### src/rtl/dpbp_pkg.sv
// Shared types and constants for the depth pixel back-projection pipeline.
// Used by dpbp_lateral and depth_pixel_back_project; depends on nothing.
`default_nettype none
package dpbp_pkg;

  // Largest image dimension; pixel indices at or above it are clamped.
  localparam int MAX_IMAGE_DIM = 2048;

  // Field widths
  localparam int PIX_W    = 11;
  localparam int CENTER_W = 12;
  localparam int DEPTH_W  = 16;
  localparam int INVF_W   = 24;
  localparam int SCALE_W  = 20;
  localparam int XY_W     = 24;
  localparam int Z_W      = 23;
  localparam int COLOR_W  = 8;
  localparam int CFG_W    = 24;
  localparam int CFG_IDX_W = 3;

  // Pipeline depth from accept to result strobe
  localparam int LATENCY = 6;

  // Configuration register indices
  typedef enum logic [CFG_IDX_W-1:0] {
    REG_CENTER_X_HALF = 3'd0,
    REG_CENTER_Y_HALF = 3'd1,
    REG_INV_FOCAL_X   = 3'd2,
    REG_INV_FOCAL_Y   = 3'd3,
    REG_OUTPUT_SCALE  = 3'd4
  } dpbp_reg_e;

  typedef struct packed {
    logic [PIX_W-1:0]   column;
    logic [PIX_W-1:0]   row;
    logic [DEPTH_W-1:0] depth;
    logic [COLOR_W-1:0] red;
    logic [COLOR_W-1:0] green;
    logic [COLOR_W-1:0] blue;
  } dpbp_in_t;

  typedef struct packed {
    logic signed [XY_W-1:0] point_x;
    logic signed [XY_W-1:0] point_y;
    logic [Z_W-1:0]         point_z;
    logic [COLOR_W-1:0]     out_red;
    logic [COLOR_W-1:0]     out_green;
    logic [COLOR_W-1:0]     out_blue;
  } dpbp_out_t;

  typedef struct packed {
    logic [COLOR_W-1:0] red;
    logic [COLOR_W-1:0] green;
    logic [COLOR_W-1:0] blue;
  } dpbp_rgb_t;

endpackage
`default_nettype wire

### src/rtl/dpbp_lateral.sv
// One lateral coordinate lane (x or y) of the back-projection pipeline.
// Six register stages, no stall; depends on dpbp_pkg.
`default_nettype none
module dpbp_lateral (
  input  wire logic                          clk_i,
  input  wire logic [dpbp_pkg::PIX_W-1:0]    pix_i,
  input  wire logic [dpbp_pkg::CENTER_W-1:0] center_half_i,
  input  wire logic [dpbp_pkg::INVF_W-1:0]   inv_focal_i,
  input  wire logic [dpbp_pkg::SCALE_W-1:0]  scale_i,
  input  wire logic [dpbp_pkg::DEPTH_W-1:0]  depth_i,
  output logic signed [dpbp_pkg::XY_W-1:0]   coord_o
);
  import dpbp_pkg::*;

  localparam int P1_W  = CENTER_W + DEPTH_W;
  localparam int P2_W  = P1_W + INVF_W;
  localparam int T_W   = P2_W + 1 - 25;
  localparam int Q_W   = T_W + SCALE_W;
  localparam int M_W   = Q_W + 1 - 16;
  localparam logic [M_W-1:0] POS_MAX = M_W'((1 << (XY_W - 1)) - 1);
  localparam logic [M_W-1:0] NEG_MAG = M_W'(1 << (XY_W - 1));

  logic [PIX_W-1:0]    pix_c;
  logic [CENTER_W-1:0] twice;
  logic                neg_c;

  logic [CENTER_W-1:0] dh_q;
  logic [DEPTH_W-1:0]  depth_q;
  logic [P1_W-1:0]     p1_q;
  logic [P2_W-1:0]     p2_q;
  logic [T_W-1:0]      t_q;
  logic [Q_W-1:0]      q_q;
  logic [LATENCY-2:0]  neg_q;

  logic [P2_W:0]       rnd1;
  logic [Q_W:0]        rnd2;
  logic [M_W-1:0]      m;
  logic [XY_W-1:0]     coord_d;

  // Clamp index and form the half-pixel offset magnitude and sign
  always_comb begin
    pix_c = (32'(pix_i) >= MAX_IMAGE_DIM) ? PIX_W'(MAX_IMAGE_DIM - 1) : pix_i;
    twice = {pix_c, 1'b0};
    neg_c = twice < center_half_i;
  end

  // Round after the inverse-focal and scale multiplies, half away from zero on the magnitude
  always_comb begin
    rnd1 = {1'b0, p2_q} + ((P2_W + 1)'(1) << 24);
    rnd2 = {1'b0, q_q} + ((Q_W + 1)'(1) << 15);
    m    = rnd2[Q_W:16];
    if (neg_q[LATENCY-2]) begin
      coord_d = (m > NEG_MAG) ? (XY_W'(0) - NEG_MAG[XY_W-1:0])
                              : (XY_W'(0) - m[XY_W-1:0]);
    end else begin
      coord_d = (m > POS_MAX) ? POS_MAX[XY_W-1:0] : m[XY_W-1:0];
    end
  end

  // Advance the data pipeline every cycle
  always_ff @(posedge clk_i) begin
    dh_q    <= neg_c ? (center_half_i - twice) : (twice - center_half_i);
    depth_q <= depth_i;
    neg_q   <= {neg_q[LATENCY-3:0], neg_c};
    p1_q    <= P1_W'(dh_q) * P1_W'(depth_q);
    p2_q    <= P2_W'(p1_q) * P2_W'(inv_focal_i);
    t_q     <= rnd1[P2_W:25];
    q_q     <= Q_W'(t_q) * Q_W'(scale_i);
    coord_o <= coord_d;
  end

endmodule
`default_nettype wire

### config.mk
export PLATFORM = sky130hd
export DESIGN_NAME = dpbp_lateral
export DESIGN_NICKNAME = d
export VERILOG_FILES = /design/src/rtl/dpbp_pkg.sv /design/src/rtl/dpbp_lateral.sv
export SDC_FILE = /design/constraint.sdc
export NUM_CORES = 2
export LEC_CHECK = 0
export BUFFER_PORTS_ARGS = -buffer_cell sky130_fd_sc_hd__buf_2
export CAP_MARGIN = 20
export CORE_MARGIN = 2
export CORE_UTILIZATION = 30
export DETAILED_ROUTE_END_ITERATION = 10
export GPL_ROUTABILITY_DRIVEN = 0
export SLEW_MARGIN = 25
export SYNTH_ARGS = -nofsm -noshare
export SYNTH_HDL_FRONTEND = slang
export SYNTH_SLANG_ARGS = --single-unit
### constraint.sdc
create_clock -name clk_i -period 10.27 [get_ports clk_i]
set_clock_uncertainty 0.1 [all_clocks]
set_input_delay 2.054 -clock clk_i [delete_from_list [all_inputs] [get_ports clk_i]]
set_output_delay 2.054 -clock clk_i [all_outputs]
set_load 0.02 [all_outputs]
==> flow_summary.rst <==
.. list-table::
   :header-rows: 1

   * - Metric
     - Value
   * - Internal reg-to-reg setup slack
     - 2.36 ns
   * - Hold path cells
     - 0
   * - CTS tree
     - yes
   * - Critical path data required time
     - 10.56 ns
   * - Length in cells of the worst reg-to-reg path
     - 24
   * - Post-synth EDFFs
     - 0
   * - Cell occurring most often along the worst timing path
     - fa_1
   * - Layout cells sized above 1
     - 4.56%
   * - Die Height
     - 418 microns
   * - Total via count after detailed routing
     - 37100
   * - Htree depth
     - 4
   * - R2r startpoint
     - p1_q[16]$_DFF_P_
   * - Post-synthesis instance area
     - 51300 sq um
   * - Final Hold Viols
     - 0
   * - Area enclosed by the die boundary
     - 174000 sq um
   * - Result of the run
     - finished, final reports clean
   * - Startpoint of the lowest-slack hold path
     - neg_q[3]$_DFF_P_
   * - Count of nets after finishing
     - 7287
   * - Actual transition at the worst max-transition pin
     - 1.07 ns
   * - Worst hold endpoint
     - neg_q[4]$_DFF_P_
   * - Number of clock sinks
     - 174
   * - Post-synthesis async set-or-reset flop share
     - 0%
   * - Headroom to the max-slew limit
     - 28.8%
   * - Worst Path Class, Setup
     - in -> reg
   * - CP max-delay cell
     - buf_2
   * - Routed WL per cell
     - 17.2 microns
   * - Core region area
     - 170000 sq um
   * - Type of element capturing the critical path
     - register
   * - Worst-Skew Late Latency
     - 0.50 ns
   * - Number of logic stages on the critical path including buffering
     - 22
   * - Overall global routing resource usage
     - 16.1%
   * - Final routed DRC violation total
     - 0
   * - Cell Rows
     - 151
   * - Number of warnings reported in the yosys synthesis log
     - 0
   * - Post-layout min period
     - 8.89 ns
   * - Unrepaired setup endpoints after global routing
     - false
   * - Proportion of synthesized chip area in sequential cells
     - 6.78%
   * - Data arrival time of the critical path
     - 9.18 ns
   * - Area growth, synth to finish
     - 6.31%
   * - Seq cells post-synth
     - 174
   * - Number of nets with antenna violations after routing
     - 0
   * - Detailed placer's ending HPWL
     - 106000 microns
   * - Final worst setup slack
     - 1.38 ns
   * - Post-CTS Repair Setup Buffers
     - 0
   * - Maximum number of buffers from clock root to sink
     - 2
   * - Wire length of the first global-routing pass
     - 223000 microns
   * - Max capacitance violation total
     - 0
   * - Critical path's largest stage delay
     - 0.55 ns
   * - PortBufs
     - 107
   * - I/O pin count
     - 108
   * - Synthesized instance count
     - 5707
   * - CTS root buf
     - clkbuf_16
   * - DR pass1 iterations
     - 5
   * - Critical path's top delay family
     - adder cells
   * - Worst setup timing slack at the placement stage
     - 0.909 ns
   * - Detail-routed via count per cell
     - 4.73
   * - Main area contributors after synthesis
     - fa_1, ha_1, inv_1, and2_1, dfxtp_1
   * - Number of endpoints failing setup at the final stage
     - 0
   * - Syn_nets
     - 7386
   * - Initial cell density of the core
     - 30.3%
   * - Antenna violations before repair
     - 12
   * - TritonCTS Buffers
     - 17
   * - Post-route core utilization
     - 32.2%
   * - Number of distinct standard cells referenced by the synthesized netlist
     - 88
   * - Post-synth top flop
     - dfxtp_1
   * - Die outline width
     - 418 microns
   * - Detailed Route Iter0 Violations
     - 2308
   * - Area share of the largest cell type after synthesis
     - 45.8%
   * - CP Launch Type
     - input pin
   * - Maximum fanout encountered on the critical timing path
     - 28
   * - Post-cts repair resize count
     - 0
   * - Post-cts hold buffer count
     - 0
   * - Maximum number of pins on one net before global-route repair
     - 35
   * - Number of global-route vias before repair
     - 40700
   * - Clock transition time at the flip-flop clock pins of the worst setup and hold paths
     - 0.07 ns
   * - Final wirelength
     - 135000 microns
   * - Slew Limit Fails
     - 0
   * - Post-Synthesis Mean Instance Area
     - 9.00 sq um
   * - End of the worst register-to-register path
     - p2_q[48]$_DFF_P_
   * - Sum of overflow across all layers after global routing
     - 0
   * - Critical path, cell by cell
     - buf_2, and2_1, fa_1, fa_1, inv_1, fa_1, inv_1, fa_1, fa_1, fa_1, inv_1, fa_1, inv_1, ha_1, a222oi_1, nor4b_1, nand4b_1, a311oi_1, o21ai_0, a21oi_1, nand2b_1, a21oi_1
   * - Peak clock frequency supported by timing
     - 113 MHz
   * - Worst hold path type
     - reg -> reg
   * - Final TNS setup
     - 0 ns
   * - Final critical-path share of the clock period
     - 86.5%
   * - Top cell type by total area after synthesis
     - fa_1
   * - Buffers and inverters on the worst path
     - 5
## final cells by class
cell class	instances	area, sq um
antenna	2	5.00
clock buffer	17	425
clock inverter	14	154
fill	17500	115000
inverter	1304	4890
multi-input combinational	3939	41800
sequential	174	3490
tap	2218	2780
timing repair buffer	172	1020
## cell usage in the layout, fill, tap and decap left out, drive strengths merged, types with 10 or more instances in the layout
master	instances
and4	12
a21oi	79
and3	33
o21bai	18
o211ai	11
nor2	81
clkbuf	17
inv	1308
nor4	26
o21ai	59
nand4	34
o22ai	12
o21a	19
fa	1174
a21o	41
and2	666
nand3	53
ha	421
dfxtp	174
nand2b	12
buf	172
xor2	53
nor3	35
or3	10
nand2	850
a211oi	20
xnor2	90
## worst max-delay path by stage
stage | startpoint | end | slack (ns)
final | scale_i[2] | q_q[29]$_DFF_P_ | 1.38
after global routing | inv_focal_i[9] | p2_q[34]$_DFF_P_ | 1.01
after floorplan | inv_focal_i[3] | p2_q[34]$_DFF_P_ | 1.53
after detailed placement | scale_i[5] | q_q[29]$_DFF_P_ | 0.91
after CTS | scale_i[5] | q_q[29]$_DFF_P_ | 1.45
after global placement | inv_focal_i[5] | p2_q[41]$_DFF_P_ | 1.02
## cell families (layout without fill, tap and decap cells)
| family | after synthesis | after routing | share of synthesized area [%] |
|---|---|---|---|
| and+or+nand+nor | 1841 | 1841 | 18.0 |
| adders and majority gates | 1595 | 1595 | 56.0 |
| buffers and inverters | 1594 | 1507 | 11.8 |
| AOI/OAI and AO/OA | 343 | 343 | 4.60 |
| DFF | 174 | 174 | 6.78 |
| xor gates and xnor gates | 143 | 143 | 2.48 |
| muxes | 17 | 17 | 0.351 |
| other | 0 | 2 | 0 |
## state kept, by name (all words and copies together) (netlist names)
signal,cells
q_q,33
p1_q,28
p2_q,28
t_q,28
coord_o,24
depth_q,16
dh_q,12
neg_q,5
## synth_stat cells (33+ instances only)
| cell type | number |
|---|---|
| a21o_1 | 41 |
| a21oi_1 | 78 |
| and2_1 | 665 |
| and3_1 | 33 |
| clkbuf_1 | 267 |
| dfxtp_1 | 174 |
| fa_1 | 1174 |
| ha_1 | 421 |
| inv_1 | 1303 |
| nand2_1 | 849 |
| nand3_1 | 50 |
| nand4_1 | 34 |
| nor2_1 | 80 |
| nor3_1 | 35 |
| o21ai_0 | 55 |
| xnor2_1 | 88 |
| xor2_1 | 52 |
## through the flow
| stage | std cells | area [sq um] | hold WS, ns |
|---|---|---|---|
| floorplan | 5707 | 51300 | 0.210 |
| global placement | 7807 | 54000 | 0.215 |
| detailed placement | 7807 | 54000 | 0.217 |
| CTS | 7838 | 54600 | 0.236 |
| global route | 7838 | 54600 | 0.250 |
| finish | 7840 | 54600 | 0.235 |
## layer usage
layer / up-vias / track usage [%] / routed length, microns
met1: 19000 / 21.1 / 58000
met4: 6 / 3.85 / 3050
met2: 1167 / 27.6 / 65700
met5: - / 0 / 37
met3: 226 / 2.50 / 8290
li1: 16600 / - / -
Power is not shown: default switching activity piles up to over one toggle a cycle in this logic, so the estimate is an artifact.
